<file path="src/design/mm3_pkg.sv">
// ----------------------------------------------------------------------------
// mm3_pkg
// Shared types, constants and helpers for the MurmurHash3 x64_128 hash block.
// ----------------------------------------------------------------------------
`default_nettype none

package mm3_pkg;

    localparam int MAX_BYTES = 4096;
    localparam int LEN_W     = $clog2(MAX_BYTES + 1);
    localparam int PC_W      = 5;

    localparam logic [63:0] K_C1   = 64'd9782798678568883157;
    localparam logic [63:0] K_C2   = 64'd5545529020109919103;
    localparam logic [63:0] K_F1   = 64'd18397679294719823053;
    localparam logic [63:0] K_F2   = 64'd14181476777654086739;
    localparam logic [63:0] K_ADD1 = 64'd1390208809;
    localparam logic [63:0] K_ADD2 = 64'd944331445;
    localparam logic [31:0] SEED_RESET = 32'hdeadb0d7;

    typedef struct packed {
        logic [63:0] word_low;
        logic [63:0] word_high;
        logic [4:0]  byte_count;
        logic        last;
    } t_in_item;

    typedef struct packed {
        logic [63:0] hash_value;
        logic        overflowed;
    } t_out_item;

    // One step of the per-item sequence
    typedef enum logic [4:0] {
        U_K1A, U_K1B, U_XOR1, U_MIX1A, U_MIX1B,
        U_K2A, U_K2B, U_XOR2, U_MIX2A, U_MIX2B,
        U_FINLEN, U_ADD12, U_ADD21,
        U_FM1A, U_FM1B, U_XSH1,
        U_FM2A, U_FM2B, U_XSH2,
        U_EMIT
    } t_uop;

    typedef enum logic [1:0] {
        S_IDLE,
        S_RUN,
        S_WAIT
    } t_state;

    typedef enum logic [1:0] {
        DST_K,
        DST_H1,
        DST_H2
    } t_dst;

    typedef struct packed {
        logic load;
        logic exec;
        t_uop uop;
    } t_cmd;

    typedef struct packed {
        logic in_drop;
        logic mul_done;
        logic full;
        logic last;
        logic out_free;
    } t_status;

    localparam logic [PC_W-1:0] PC_K2A = PC_W'(5);
    localparam logic [PC_W-1:0] PC_FIN = PC_W'(10);

    function automatic t_uop uop_at(input logic [PC_W-1:0] pc);
        t_uop u;
        unique case (pc)
            PC_W'(0):  u = U_K1A;
            PC_W'(1):  u = U_K1B;
            PC_W'(2):  u = U_XOR1;
            PC_W'(3):  u = U_MIX1A;
            PC_W'(4):  u = U_MIX1B;
            PC_W'(5):  u = U_K2A;
            PC_W'(6):  u = U_K2B;
            PC_W'(7):  u = U_XOR2;
            PC_W'(8):  u = U_MIX2A;
            PC_W'(9):  u = U_MIX2B;
            PC_W'(10): u = U_FINLEN;
            PC_W'(11): u = U_ADD12;
            PC_W'(12): u = U_ADD21;
            PC_W'(13): u = U_FM1A;
            PC_W'(14): u = U_FM1B;
            PC_W'(15): u = U_XSH1;
            PC_W'(16): u = U_FM2A;
            PC_W'(17): u = U_FM2B;
            PC_W'(18): u = U_XSH2;
            PC_W'(19): u = U_ADD12;
            PC_W'(20): u = U_ADD21;
            default:   u = U_EMIT;
        endcase
        return u;
    endfunction

    function automatic logic is_mul(input t_uop u);
        return (u == U_K1A) || (u == U_K1B) || (u == U_K2A) || (u == U_K2B) ||
               (u == U_FM1A) || (u == U_FM1B) || (u == U_FM2A) || (u == U_FM2B);
    endfunction

    function automatic logic [63:0] rotl64(input logic [63:0] v, input int unsigned r);
        return (v << r) | (v >> (64 - r));
    endfunction

endpackage

`default_nettype wire

</file>
<file path="src/design/mm3_ctrl.sv">
// ----------------------------------------------------------------------------
// mm3_ctrl
// Controller: accepts blocks and steps the datapath through the hash sequence.
// ----------------------------------------------------------------------------
`default_nettype none

module mm3_ctrl (
    input  wire logic             i_clk,
    input  wire logic             i_rst_n,
    input  wire logic             i_in_valid,
    input  wire mm3_pkg::t_status i_status,
    output logic                  o_in_ready,
    output mm3_pkg::t_cmd         o_cmd
);

    mm3_pkg::t_state              r_state;
    mm3_pkg::t_state              n_state;
    logic [mm3_pkg::PC_W-1:0]     r_pc;
    logic [mm3_pkg::PC_W-1:0]     n_pc;
    mm3_pkg::t_uop                uop;

    assign uop = mm3_pkg::uop_at(r_pc);

    always_ff @(posedge i_clk) begin
        if (!i_rst_n) begin
            r_state <= mm3_pkg::S_IDLE;
            r_pc    <= '0;
        end else begin
            r_state <= n_state;
            r_pc    <= n_pc;
        end
    end

    // next state
    always_comb begin
        n_state = r_state;
        n_pc    = r_pc;
        unique case (r_state)
            mm3_pkg::S_IDLE: begin
                if (i_in_valid && !i_status.in_drop) begin
                    n_state = mm3_pkg::S_RUN;
                    n_pc    = '0;
                end
            end
            mm3_pkg::S_RUN: begin
                if (mm3_pkg::is_mul(uop)) begin
                    n_state = mm3_pkg::S_WAIT;
                end else if (uop == mm3_pkg::U_EMIT) begin
                    if (i_status.out_free) begin
                        n_state = mm3_pkg::S_IDLE;
                    end
                end else if ((uop == mm3_pkg::U_XOR1) && !i_status.full) begin
                    n_pc = mm3_pkg::PC_K2A;
                end else if (((uop == mm3_pkg::U_XOR2) && !i_status.full) ||
                             (uop == mm3_pkg::U_MIX2B)) begin
                    if (i_status.last) begin
                        n_pc = mm3_pkg::PC_FIN;
                    end else begin
                        n_state = mm3_pkg::S_IDLE;
                    end
                end else begin
                    n_pc = r_pc + mm3_pkg::PC_W'(1);
                end
            end
            mm3_pkg::S_WAIT: begin
                if (i_status.mul_done) begin
                    n_state = mm3_pkg::S_RUN;
                    n_pc    = r_pc + mm3_pkg::PC_W'(1);
                end
            end
            default: begin
                n_state = mm3_pkg::S_IDLE;
            end
        endcase
    end

    // outputs
    always_comb begin
        o_in_ready = 1'b0;
        o_cmd.load = 1'b0;
        o_cmd.exec = 1'b0;
        o_cmd.uop  = uop;
        unique case (r_state)
            mm3_pkg::S_IDLE: begin
                o_in_ready = 1'b1;
                o_cmd.load = i_in_valid;
            end
            mm3_pkg::S_RUN: begin
                o_cmd.exec = (uop != mm3_pkg::U_EMIT) || i_status.out_free;
            end
            default: begin
            end
        endcase
    end

endmodule

`default_nettype wire

</file>
<file path="config.mk">
export PLATFORM = sky130hd
export DESIGN_NAME = mm3_ctrl
export DESIGN_NICKNAME = d
export VERILOG_FILES = /design/src/design/mm3_pkg.sv /design/src/design/mm3_ctrl.sv
export SDC_FILE = /design/constraint.sdc
export NUM_CORES = 1
export LEC_CHECK = 0
export ABC_CLOCK_PERIOD_IN_PS = 3250
export BUFFER_PORTS_ARGS = -buffer_cell sky130_fd_sc_hd__buf_2
export CORE_MARGIN = 3
export CORE_UTILIZATION = 55
export CTS_BUF_LIST = sky130_fd_sc_hd__clkbuf_8
export CTS_CLUSTER_DIAMETER = 50
export DETAILED_ROUTE_END_ITERATION = 8
export PLACE_DENSITY = 0.78
export SYNTH_ARGS = -nofsm -noshare
export SYNTH_HDL_FRONTEND = slang
export SYNTH_SLANG_ARGS = --single-unit
export TNS_END_PERCENT = 100
</file>
<file path="constraint.sdc">
create_clock -name i_clk -period 3.25 [get_ports i_clk]
set_input_delay 0.65 -clock i_clk [delete_from_list [all_inputs] [get_ports i_clk]]
set_output_delay 0.65 -clock i_clk [all_outputs]
set_load 0.01 [all_outputs]
</file>
# Word level (Yosys, flattened, before mapping)

Memories as Yosys holds them, arrays and structs flattened. A register that Yosys moved wholly into a read port is not among the register bits.
Index checks and enable logic that the tools add are counted.

Bits in writable memories: 0
Bits of input ports: 8
Memory bits (read-only): 160
Memories: 1
Bits in registers: 7
Bits in latches: 0

Memories:

| name            | words | width | read ports | clocked after memory_dff | write ports | line          | text |
|---|---|---|---|---|---|---|---|
| (no name shown) | 32    | 5     | 1          | 1                        | 0           | mm3_pkg.sv:74 | `unique case (pc)` |

Multiply operators: 0
Shifts and indexed selects: 0
Add/subtract/negate cells: 1
Magnitude comparators: 0
Reduce and logical (&&, ||, !) cells: 19
Equality and inequality tests: 23
Bitwise operators: 0
Divide/modulo/power cells: 0
Mux-type cells: 22

Operators with widths:

| operator              | number |
|---|---|
| $mux W5               | 9 |
| $ne A4 B4 Y1 const B  | 5 |
| $mux W2               | 8 |
| $eq A5 B3 Y1 const B  | 3 |
| $eq A5 B4 Y1 const B  | 3 |
| $eq A5 B5 Y1 const B  | 3 |
| $pmux W5 S3           | 1 |
| $reduce_and A6 Y1     | 2 |
| $logic_or A1 B1 Y1    | 9 |
| $ne A2 B2 Y1 const B  | 4 |
| $pmux W2 S3           | 1 |
| $add A5 B1 Y5 const B | 1 |
| $eq A5 B1 Y1 const B  | 1 |
| $eq A5 B2 Y1 const B  | 1 |
| $logic_not A5 Y1      | 1 |
| $ne A5 B5 Y1 const B  | 1 |
| $logic_and A1 B1 Y1   | 3 |
| $mux W1               | 3 |
| $reduce_bool A3 Y1    | 1 |
| $eq A2 B1 Y1 const B  | 1 |
| $eq A2 B2 Y1 const B  | 1 |
| $logic_not A1 Y1      | 2 |
| $logic_not A2 Y1      | 1 |

# Depth between registers and ports, before layout

Gate-level depths: netlist (run 1).

Depth after elaboration: 12
Gate-level depth with buffers: 11
Gate-level depth less buffers: 9

# Least setup slack after synthesis (run 1)

Ideal clock, no wire load.

Kind: input to register
Start point: in i_status[4] (netlist bit)
End point: reg, netlist name uop[4]
Library setup time: 0.115 ns
Buffers on the path: 0
Arrival time: 2.268 ns
Data required time: 3.135 ns
Path slack: 0.867 ns
Cell stages on the path: 7
Cells stage by stage: nand2b_1 -> a221oi_1 -> nand4_2 -> mux2_4 -> and2_4 -> a221o_1 -> o21a_1

Longest elaborated chain between the ends: 6

RTL lines:

| element                                | line           | text |
|---|---|---|
| from (decl)                            | mm3_ctrl.sv:11 | `input wire mm3_pkg::t_status i_status,` |
| $logic_not A1 Y1                       | mm3_ctrl.sv:40 | `if (i_in_valid && !i_status.in_drop) begin` |
| $logic_and A1 B1 Y1                    | mm3_ctrl.sv:40 |  |
| $ne A2 B2 Y1 (no source line)          | n/a            |  |
| $reduce_and A6 Y1 (no source line)     | n/a            |  |
| $mux W5 (no source line) (2 in series) | n/a            |  |

Every way passes these cells.
A chain may end at the register's enable or synchronous reset.

# Worst setup path in the final report (run 1)

Start point: reg r_state[0]
End point: reg, netlist name uop[4]

Longest elaborated chain between the ends: 5
Elaborated cells between the ends (all ways): 13
Those cells by class: eq/ne: 7; mux: 3; reduce/logical: 3

RTL lines:

| element                                                     | line           | text |
|---|---|---|
| from (decl)                                                 | mm3_ctrl.sv:16 | `mm3_pkg::t_state r_state;` |
| from (signal assigned)                                      | mm3_ctrl.sv:26 | `r_state <= mm3_pkg::S_IDLE;` |
| from (signal assigned)                                      | mm3_ctrl.sv:29 | `r_state <= n_state;` |
| $eq A2 B1 Y1, or another cell as far along                  | mm3_ctrl.sv:38 | `unique case (r_state)` |
| $ne A4 B4 Y1 (no source line), or another cell as far along | n/a            |  |
| $reduce_and A6 Y1 (no source line)                          | n/a            |  |
| $mux W5 (no source line) (*) (2 in series)                  | n/a            |  |

Mark *: on every way between the ends. The rest lies on a longest branch, timed or not.

==> results of run 1 <==
[power by group through the flow]
stage / Combinational (W) / Sequential (W) / Clock, W
4_1_cts: 0.000311 / 0.000169 / 0.000167
3_3_place_gp: 0.000301 / 0.000171 / 0
3_5_place_dp: 0.000307 / 0.000172 / 0
5_1_grt: 0.000340 / 0.000172 / 0.000172
6_report: 0.000314 / 0.000169 / 0.000164
2_1_floorplan: 0.000241 / 0.000170 / 0
[how the worst min path moves through the flow]
| stage | from | cells past startpoint | slack (ns) | endpoint |
|---|---|---|---|---|
| 2_1_floorplan | r_pc[4]$_SDFFE_PN0N_ | 2 | 0.52 | r_pc[4]$_SDFFE_PN0N_ |
| 3_3_place_gp | r_pc[4]$_SDFFE_PN0N_ | 2 | 0.55 | r_pc[4]$_SDFFE_PN0N_ |
| 3_5_place_dp | r_pc[4]$_SDFFE_PN0N_ | 2 | 0.57 | r_pc[4]$_SDFFE_PN0N_ |
| 4_1_cts | r_pc[4]$_SDFFE_PN0N_ | 2 | 0.57 | r_pc[4]$_SDFFE_PN0N_ |
| 5_1_grt | r_pc[4]$_SDFFE_PN0N_ | 2 | 0.61 | r_pc[4]$_SDFFE_PN0N_ |
| 6_report | r_pc[4]$_SDFFE_PN0N_ | 2 | 0.58 | r_pc[4]$_SDFFE_PN0N_ |
[kinds of logic (layout without fill, tap and decap cells)]
| kind of cell | after synthesis | count (layout) |
|---|---|---|
| buffers and inverters | 10 | 28 |
| AO/OA/AOI/OAI | 31 | 31 |
| adder cells (fa/ha/maj) | 5 | 5 |
| XOR/XNOR | 2 | 2 |
| AND/OR/NAND/NOR | 50 | 50 |
| multiplexers | 3 | 3 |
| flip-flops | 12 | 12 |
[layer usage]
layer	vias up	routed length, um	GRT usage
li1	459	-	-
met1	428	1006	0.2489
met2	28	1014	0.3588
met3	7	69	0.02256
met4	0	61	0.1344
met5	-	0	0
[placed cells by master, fill, tap and decap left out, drive strengths merged, types with 4 or more instances in the layout]
cell    instances
o21ai           6
ha              5
buf            16
o21a            4
clkbuf          4
dfxtp          12
nor2            9
nand3           7
and2            5
nand2           8
a21oi           4
inv             8
[through the flow]
stage / cells / hold slack (ns) / instance area, um2 / total power, W / util
after floorplan: 113 / 0.5171 / 965.9 / 0.0004107 / -
after global placement: 143 / 0.5479 / 1057 / 0.0004721 / 0.6706
after detailed placement: 143 / 0.5651 / 1057 / 0.0004792 / 0.6706
after CTS: 147 / 0.5715 / 1112 / 0.0006471 / 0.7056
after global routing: 147 / 0.6106 / 1112 / 0.0006839 / 0.7056
final: 147 / 0.5770 / 1112 / 0.0006477 / 0.7056
[worst max-delay path, stage by stage (launching register included)]
cell and delay, ns:
dfxtp_1 0.38, inv_1 0.08, ha_1 0.40, and2_1 0.22, a21boi_2 0.16, a211o_1 0.35
a211oi_2 0.23, a211oi_1 0.11, a221o_1 0.35, o21a_1 0.18
[flip-flops by register name (all words and copies together) (netlist names)]
register,cells
r_pc,5
r_state,2
uop,5
[layout make-up]
| cell class | instances | area, um2 |
|---|---|---|
| tap | 16 | 20.02 |
| sequential | 12 | 240.2 |
| inverter | 8 | 30.03 |
| multi-input combinational | 91 | 684.4 |
| clock buffer | 4 | 55.05 |
| fill | 134 | 464.2 |
| timing repair buffer | 16 | 82.58 |
==> metrics.md, run 1 <==
| Metric | Value |
|---|---|
| Run status | finished, final reports clean |
| Initial Utilization | 0.6127 |
| Final setup viols | 0 |
| Xor and xnor area share after synthesis | 0.01813 |
| Max H-tree Level | 1 |
| Synth-to-Final Area Change | 15.16% |
| Share of cells above drive strength 1 | 0.2519 |
| Grt ovf | 0 |
| Crit path to | uop[4]$_SDFF_PN0_ |
| Final hold vios | 0 |
| Int Pwr | just under 0.0004 W |
| Reg clk slew, reported paths | approximately 0.060 ns |
| Reg2reg setup slack | a little under 0.7 ns |
| Post-detail-place hpwl | ~1600 um |
| Setup Fix Bufs, Post-CTS | 0 |
| Vias | 922 |
| Root Driver | clkbuf_8 |
| Slew margin rel. | 0.7200 |
| Critical-path maximum fanout | 8 |
| Antenna cells | 0 |
| Routed Antenna Nets | 0 |
| Post-CTS sizing | 0 |
| FMAX | 388.8 MHz |
| Multiplexer share of the synthesized area | 0.03627 |
| Total GRT Usage | 0.2112 |
| Core area | around 1600 um2 |
| Commonest cells in the netlist | dfxtp_1 (12), nor2_1 (9), nand2_1 (8), inv_1 (7), nand3_1 (7) |
| CP Data Arrival Time | ~2.7 ns |
| Netlist cell types | 51 |
| Worst Path Required | 3.38 ns |
| Avg Cell Area, Syn | roughly 8.5 um2 |
| Largest net degree at the start of global routing | 12 |
| Port bufs | 15 |
| Top cell type's share of synthesized area | 0.2487 |
| Ys async rst share | 0 |
| Syn_nets | approximately 130 |
| Seq/Total Area, Yosys | 0.2487 |
| # DRC | 0 |
| Post-layout net count | 145 |
| Sequential fraction of design power | 0.261 |
| Die ar. | approximately 2300 um2 |
| Vias/cell | approximately 6.3 |
| Clk_lat worst skew | between 0.2 and 0.25 ns |
| Cell Rows | 14 |
| Flop and latch count out of synthesis | 12 |
| Initial antenna violation count | 0 |
| Setup_tns | 0 ns |
| Vias in the first global route | ~800 |
| Crit path time final | between 2 and 3 ns |
| Clk sinks | 12 |
| Synth warnings | 0 |
| Clk network pwr share | 0.254 |
| Leakage | roughly 0.46 nW |
| Crit share post-route | 0.7914 |
| Mapped cell area | 965.9 um2 |
| Combinational share of power | 0.485 |
| R2R cell count | 9 |
| Post-Syn Instances | between 100 and 150 |
| RSZ-0062 raised after global routing | false |
| 1st-iter DRT viols | 22 |
| Critical path origin | r_state[0]$_SDFFE_PN0P_ |
| Setup CP Type | reg -> reg |
| First-pass GRT wire length | between 3000 and 4000 um |
| DP Worst Slack | ~0.63 ns |
| VDD IR max | 0.3941 mV |
| Slew of the pin with the lowest slew margin | approximately 0.42 ns |
| CTS tree | done |
| Hold WC Path Type | reg -> reg |
| Final GP Congestion | between 0.8 and 0.9 |
| Hold-fix buffer count after cts | 0 |
| Wire per inst | between 10 and 15 um |
| EDFF count, synth | 0 |
| Switching pwr | 0.0002525 W |
| PwrDens | 582.3 nW/um2 |
| Worst Setup End Kind | flop |
| Synth top area cells | dfxtp_1 (25%), ha_1 (6.5%), nand3_1 (3.6%), nor2_1 (3.5%), nand2_1 (3.1%) |
| Die width | roughly 48 um |
| Max-cap violations | 0 |
| Top_reg_cell synth | dfxtp_1 |
| IO Pins | 16 |
| Synth Area in Adders | 0.06477 |
| Max Slew Vio Count | 0 |
| Cell accounting for the most synthesized area | dfxtp_1 |
| Simple-gate share of the synthesized area | 0.3316 |
| Reg-to-Reg Start | r_state[0]$_SDFFE_PN0P_ |
| Largest family of logic cells by synthesized area | simple AND/OR/NAND/NOR gates |
| Top-count cell post-synth | dfxtp_1 |
| Skew final | about 0.0054 ns |
| Final WL | about 2200 um |
| Critical Path Start Type | flop |
| Post-route setup slack | between 0.6 and 0.7 ns |
| Clock buffer depth | 2 |
| DRT Pass-1 Iters | 4 |
| Die Y | about 48 um |
| CTS Buf Count | 3 |
| FF-to-FF End | uop[4]$_SDFF_PN0_ |
| Post-synthesis compound-gate area fraction | 0.2578 |
| Net Sw Frac | 0.3899 |
(Power assumes the default switching activity.)
==> run 2, diff against run 1 <==
Settings changed: ABC_CLOCK_PERIOD_IN_PS 3250 to 2450.
Clock period 3.25 ns to 2.45 ns, I/O delays scaled along.
==> run 2 against run 1 <==
Via count rose by 4.3%. Register-to-register slack got worse by 0.52 ns. Largest cell class unchanged. Global-route usage rose by 2.3 points. Critical path type unchanged. Maximum frequency rose by 12%.
==> metrics.md, run 2 (synthesized netlist as in run 1, its figures left out) <==
| Metric | Value |
|---|---|
| Slowest stage delay, CP | 0.35 ns (-0.05 ns) |
| Reg2reg setup slack | 0.16 ns (-0.52 ns) |
| Initial Utilization | 0.6127 (unchanged) |
| Slew margin rel. | 0.7337 (+0.01370) |
| Commonest non-fill, non-tap cell in the layout | buf_2 |
| CP delay by family, top | compound AO/OA/AOI/OAI gates |
| Critical-path maximum fanout | 8 (unchanged) |
| Reg-to-Reg Start | r_state[0]$_SDFFE_PN0P_ |
| Port bufs | 15 (unchanged) |
| Total GRT Usage | 0.2339 (+0.02266) |
| Setup_tns | 0 ns (unchanged) |
| Final WL | 2458 um (+14%) |
| FF-to-FF End | uop[1]$_DFF_P_ |
| CTS tree | done |
| # DRC | 0 (unchanged) |
| Run status | finished, final reports clean |
| Worst Setup End Kind | flop |
| IO Pins | 16 (unchanged) |
| Root Driver | clkbuf_8 |
| Vias | 962 (+4.3%) |
| Worst path bufs/invs | 3 (+2) |
| First-pass GRT wire length | 3719 um (+11%) |
| Commonest cells after routing, fill and taps aside | buf_2 (15), dfxtp_1 (11), nor2_1 (9) |
| CP Data Arrival Time | 2.45 ns (-0.26 ns) |
| PwrDens | 805.7 nW/um2 (+38%) |
| FMAX | 436.5 MHz (+12%) |
| Crit-path slowest cell | dfxtp_2 |
| Routed Antenna Nets | 0 (unchanged) |
| R2R cell count | 10 (+1) |
| Critical Path Start Type | flop |
| Crit share post-route | 0.9351 (+0.1437) |
| Die width | 47.91 um (unchanged) |
| Die Y | 47.91 um (unchanged) |
| VDD IR max | 0.8096 mV (+110%) |
| Vias/cell | 6.167 (-1.7%) |
| Critical path origin | r_state[0]$_SDFFE_PN0P_ |
| Hold WC Path Type | reg -> reg |
| Max Slew Vio Count | 0 (unchanged) |
| Hold WS | 0.5418 ns (-0.03517 ns) |
| Largest net degree at the start of global routing | 10 (-2) |
| Final GP Congestion | 0.8510 (-1.4%) |
| Reg clk slew, reported paths | 0.05 ns (about the same) |
| Setup CP Type | reg -> reg |
| Max H-tree Level | 1 (unchanged) |
| Final hold vios | 0 (unchanged) |
| Leakage | 0.5133 nW (+11%) |
| DRT Pass-1 Iters | 4 (unchanged) |
| CTS Buf Count | 3 (unchanged) |
| Grt ovf | 0 (unchanged) |
| Clk_lat worst skew | 0.24 ns (about the same) |
| Clk sinks | 12 (unchanged) |
| Post-detail-place hpwl | 1774 um (+8.4%) |
| Post-layout net count | 154 (+6.2%) |
| Levels on crit path | 10 (+1) |
| Share of cells above drive strength 1 | 0.3357 (+0.08381) |
| Max-cap violations | 0 (unchanged) |
| Worst Path Required | 2.60 ns (-0.78 ns) |
| Core area | 1577 um2 (unchanged) |
| Skew final | 0.0004735 ns (-0.004946 ns) |
| # fillers | 109 (-19%) |
| Final setup viols | 0 (unchanged) |
| Synth-to-Final Area Change | 27.46% |
| Critical Path, Cell by Cell | inv_1 > ha_2 > a221oi_4 > nand4_2 > buf_6 > clkbuf_2 > a21oi_1 > o2bb2ai_4 > nand4b_1 > nor3b_1 |
| Crit path to | uop[1]$_DFF_P_ |
| Clock buffer depth | 2 (unchanged) |
| 1st-iter DRT viols | 19 (-14%) |
| Slew of the pin with the lowest slew margin | 0.3941 ns (-0.02591 ns) |
| Die ar. | 2295 um2 (unchanged) |
| Antenna cells | 0 (unchanged) |
| Initial antenna violation count | 0 (unchanged) |
| Wire per inst | 15.76 um (+7.6%) |
| Crit path time final | 2.291 ns (-0.2812 ns) |
| Vias in the first global route | 893 (+8.6%) |
| Cell Rows | 14 (unchanged) |
-- run 2: timing repair --
item / in CTS / in global routing
gates resized for setup: 1 / 8
setup endpoints to repair: 3 / 5
setup buffers: 0 / 3
hold buffers: 0 / 0
pin swaps: 0 / 7
cloned: 0 / 0
-- run 2: worst min-delay path by stage --
stage / from / end / slack [ns] / cells after the start
floorplan: r_pc[4]$_SDFFE_PN0N_ / r_pc[4]$_SDFFE_PN0N_ / 0.52 / 2
global placement: r_pc[4]$_SDFFE_PN0N_ / r_pc[4]$_SDFFE_PN0N_ / 0.55 / 2
detailed placement: r_pc[4]$_SDFFE_PN0N_ / r_pc[4]$_SDFFE_PN0N_ / 0.58 / 2
CTS: r_pc[4]$_SDFFE_PN0N_ / r_pc[4]$_SDFFE_PN0N_ / 0.59 / 2
global route: r_state[0]$_SDFFE_PN0P_ / r_state[0]$_SDFFE_PN0P_ / 0.60 / 2
finish: r_state[0]$_SDFFE_PN0P_ / r_state[0]$_SDFFE_PN0P_ / 0.54 / 2
-- run 2: area by class of cell --
type	count	area, um2	area share
Clock buffer	4	55.05	0.04472
Inverter	8	30.03	0.02439
Multi-Input combinational cell	91	733.2	0.5955
Sequential cell	12	241.5	0.1961
Tap cell	16	20.02	0.01626
Timing Repair Buffer	25	151.4	0.1230
-- run 2: metal layers --
layer,GRT usage,part of all wire,vias to the layer above
met3,0.03008,0.046,7
met4,0.1183,0.017,0
met2,0.4116,0.51,37
met1,0.2735,0.42,438
li1,-,-,480
met5,0,0,-
-- run 2: stage by stage --
stage	instances	total power [W]	area (um2)	setup slack, ns	utilization
4_1_cts	153	0.0009026	1164	0.03784	0.7381
3_5_place_dp	149	0.0006769	1102	-0.004531	0.6992
2_1_floorplan	113	0.0005448	965.9	0.1287	-
3_3_place_gp	149	0.0006682	1102	0.04376	0.6992
5_1_grt	156	0.001057	1231	-0.01538	0.7810
6_report	156	0.0009920	1231	0.1591	0.7810
-- run 2: worst register-to-register path: stages (launching register included) --
cell	delay, ns
dfxtp_2	0.35
inv_1	0.07
ha_2	0.21
a221oi_4	0.29
nand4_2	0.20
buf_6	0.19
clkbuf_2	0.15
a21oi_1	0.26
o2bb2ai_4	0.15
nand4b_1	0.14
nor3b_1	0.21
-- run 2: report_power, final --
| part | leakage [nW] | total, W | internal [W] | switching, W |
|---|---|---|---|---|
| logic | 0.387 | 0.000549 | 0.000254 | 0.000295 |
| clock network | 0.0288 | 0.000216 | 0.000142 | 0.0000742 |
| registers | 0.0973 | 0.000227 | 0.000211 | 0.0000156 |
| total | 0.513 | 0.000992 | 0.000607 | 0.000385 |
==> run 3, diff against run 2 <==
--- a/config.mk
+++ b/config.mk
@@ -12,4 +12,5 @@
 export CTS_BUF_LIST = sky130_fd_sc_hd__clkbuf_8
 export CTS_CLUSTER_DIAMETER = 50
+export CTS_CLUSTER_SIZE = 24
 export DETAILED_ROUTE_END_ITERATION = 8
 export PLACE_DENSITY = 0.78
==> constraint.sdc (replaced) <==
create_clock -name i_clk -period 2.45 [get_ports i_clk]
set_input_delay 0.49 -clock i_clk [delete_from_list [all_inputs] [get_ports i_clk]]
set_output_delay 0.49 -clock i_clk [all_outputs]
set_load 0.1 [all_outputs]
==> run 3 against run 2 <==
Design area grew 0.51%. Maximum frequency shrank 2.7%. Critical path depth shrank 1. Non-clock buffer count is the same. Core utilization grew 0.40 points. Final cell count is the same. Largest cell class unchanged. Sequential power shrank 3%. Combinational power grew 37%. Global-route usage shrank 2.4 points. Power grew 19%. Register-to-register slack lost 0.06 ns.
==> metrics.md, run 3 (synthesized netlist as in run 1, its figures left out) <==
| Metric | Value |
|---|---|
| Run status | finished, final reports clean |
| Die Y | 47.91 um (unchanged) |
| Crit-path slowest cell | dfxtp_1 |
| GR peak layer | met2 |
| Skew final | 0.0009195 ns (+0.0004460 ns) |
| # fillers | 112 (+2.8%) |
| Post-detail-place hpwl | 1690 um (-4.7%) |
| Int Pwr | 0.0006324 W (+4.2%) |
| Final setup viols | 0 (unchanged) |
| Max-cap violations | 0 (unchanged) |
| Vias in the first global route | 820 (-8.2%) |
| Final core utilization | 0.7849 (+0.003969) |
| Initial Utilization | 0.6127 (unchanged) |
| Final hold vios | 0 (unchanged) |
| Vias/cell | 6.224 (+0.94%) |
| CP Data Arrival Time | 2.49 ns (+0.04 ns) |
| # DRC | 0 (unchanged) |
| Commonest non-fill, non-tap cell in the layout | buf_2 |
| Placed insts | 149 (unchanged) |
| Max H-tree Level | 1 (unchanged) |
| Clk_lat worst skew | 0.24 ns (about the same) |
| Wire per inst | 15.04 um (-4.6%) |
| Reg clk slew, reported paths | 0.05 ns (about the same) |
| Max Slew Vio Count | 0 (unchanged) |
| First-pass GRT wire length | 3367 um (-9.5%) |
| Cell Rows | 14 (unchanged) |
| Combinational share of power | 0.634 (+0.081) |
| Switching pwr | 0.0005510 W (+43%) |
| Clock buffer depth | 2 (unchanged) |
| Net Sw Frac | 0.4656 (+0.07742) |
| Final WL | 2346 um (-4.6%) |
| GR Util met2 | 0.3536 (-0.05805) |
| Worst Path Required | 2.58 ns (-0.02 ns) |
| Met3 Use GR | 0.02256 (-0.007519) |
| Total power | 0.001183 W (+19%) |
| Vias | 971 (+0.94%) |
| Setup CP Type | reg -> reg |
| Die ar. | 2295 um2 (unchanged) |
| Commonest cells after routing, fill and taps aside | buf_2 (15), nor2_1 (9), buf_4 (9) |
| Initial antenna violation count | 0 (unchanged) |
| Clk sinks | 12 (unchanged) |
| Leakage | 0.5144 nW (+0.23%) |
| Synth-to-Final Area Change | 28.11% |
| Total GRT Usage | 0.2095 (-0.02433) |
| Crit path time final | 2.355 ns (+0.06375 ns) |
| Routed Antenna Nets | 0 (unchanged) |
| VDD IR max | 0.8608 mV (+6.3%) |
| CTS Buf Count | 3 (unchanged) |
| Crit share post-route | 0.9611 (+0.02602) |
| CTS tree | done |
| Slew margin rel. | 0.6722 (-0.06156) |
| Fin cells | 156 (unchanged) |
| IO Pins | 16 (unchanged) |
| Port bufs | 15 (unchanged) |
| Worst Setup End Kind | flop |
| Clk network pwr share | 0.180 (-0.038) |
| Largest net degree at the start of global routing | 10 (unchanged) |
| Die width | 47.91 um (unchanged) |
| Post-layout net count | 154 (unchanged) |
| Critical Path, Cell by Cell | inv_1 > ha_4 > and2_1 > a21boi_2 > a211o_1 > a211oi_4 > a211oi_2 > a221o_1 > o21a_1 |
| Grt ovf | 0 (unchanged) |
| 1st-iter DRT viols | 26 (+7) |
| Critical Path Start Type | flop |
| Critical-path maximum fanout | 8 (unchanged) |
| Antenna cells | 0 (unchanged) |
| Hold WS | 0.5932 ns (+0.05140 ns) |
| Hold WC Path Type | reg -> reg |
| Core area | 1577 um2 (unchanged) |
| DP Worst Slack | -0.01923 ns (-0.01470 ns) |
| DRT Pass-1 Iters | 4 (unchanged) |
| Post-route setup slack | 0.09533 ns (-0.06375 ns) |
| Sequential fraction of design power | 0.186 (-0.043) |
| Slew of the pin with the lowest slew margin | 0.4952 ns (+0.1011 ns) |
| Slowest stage delay, CP | 0.36 ns (about the same) |
| PwrDens | 956.3 nW/um2 (+19%) |
| Final GP Congestion | 0.8460 (-0.59%) |
| FMAX | 424.7 MHz (-2.7%) |
| Share of cells above drive strength 1 | 0.3714 (+0.03571) |
| Routing usage on met1 | 0.2572 (-0.01634) |
| Root Driver | clkbuf_8 |
| Hold-fix buffer count after cts | 0 (unchanged) |
==> run 3: final timing paths <==
kind / from / endpoint / slack [ns] / cells after the start
setup / recovery: r_state[1]$_SDFFE_PN0P_ / uop[4]$_SDFF_PN0_ / 0.1 / 9
hold / removal: r_pc[0]$_SDFFE_PN0N_ / r_pc[0]$_SDFFE_PN0N_ / 0.59 / 2
setup reg to reg: r_state[1]$_SDFFE_PN0P_ / uop[4]$_SDFF_PN0_ / 0.1 / 9
hold reg to reg: r_pc[0]$_SDFFE_PN0N_ / r_pc[0]$_SDFFE_PN0N_ / 0.59 / 2
==> run 3: timing repair <==
item                                    in CTS  in global routing
buffers inserted                             0                  3
gates resized for setup                      0                  7
endpoints found under the hold margin        0                  0
endpoints found under the setup margin       0                  5
==> run 3: final cells by class <==
class | instances | area, um2 | area share
flip-flops and latches | 12 | 246.5 | 0.1992
multi-input cells | 91 | 732.0 | 0.5915
repair buffers | 25 | 153.9 | 0.1244
inverters | 8 | 30.03 | 0.02427
clock buffers | 4 | 55.05 | 0.04449
well taps | 16 | 20.02 | 0.01618
==> run 3: power by group through the flow <==
stage | registers (W) | logic (W) | clock network (W)
global placement | 0.000223 | 0.000633 | 0
CTS | 0.000220 | 0.000645 | 0.000217
detailed placement | 0.000224 | 0.000641 | 0
global route | 0.000222 | 0.000795 | 0.000227
finish | 0.000220 | 0.000750 | 0.000213
floorplan | 0.000225 | 0.000520 | 0
==> run 3: metrics by stage <==
stage	TNS, ns	instance area (um2)
2_1_floorplan	0	984.7
3_3_place_gp	0	1121
5_1_grt	-0.002245	1237
3_5_place_dp	-0.01923	1121
4_1_cts	0	1176
6_report	0	1237
==> run 3: critical path, delay by kind of cell, from the launching register on <==
kind | cells | cell delay, ns
adders and majority gates | 1 | 0.26
and+or+nand+nor | 1 | 0.18
DFF | 1 | 0.36
AOI/OAI and AO/OA | 6 | 1.33
buffers and inverters | 1 | 0.11
==> run 3: layer usage <==
metal  vias up  routed length [um]
li1        475                   -
met4         0                  64
met2        26                1118
met5         -                   0
met3         7                  87
met1       463                1075
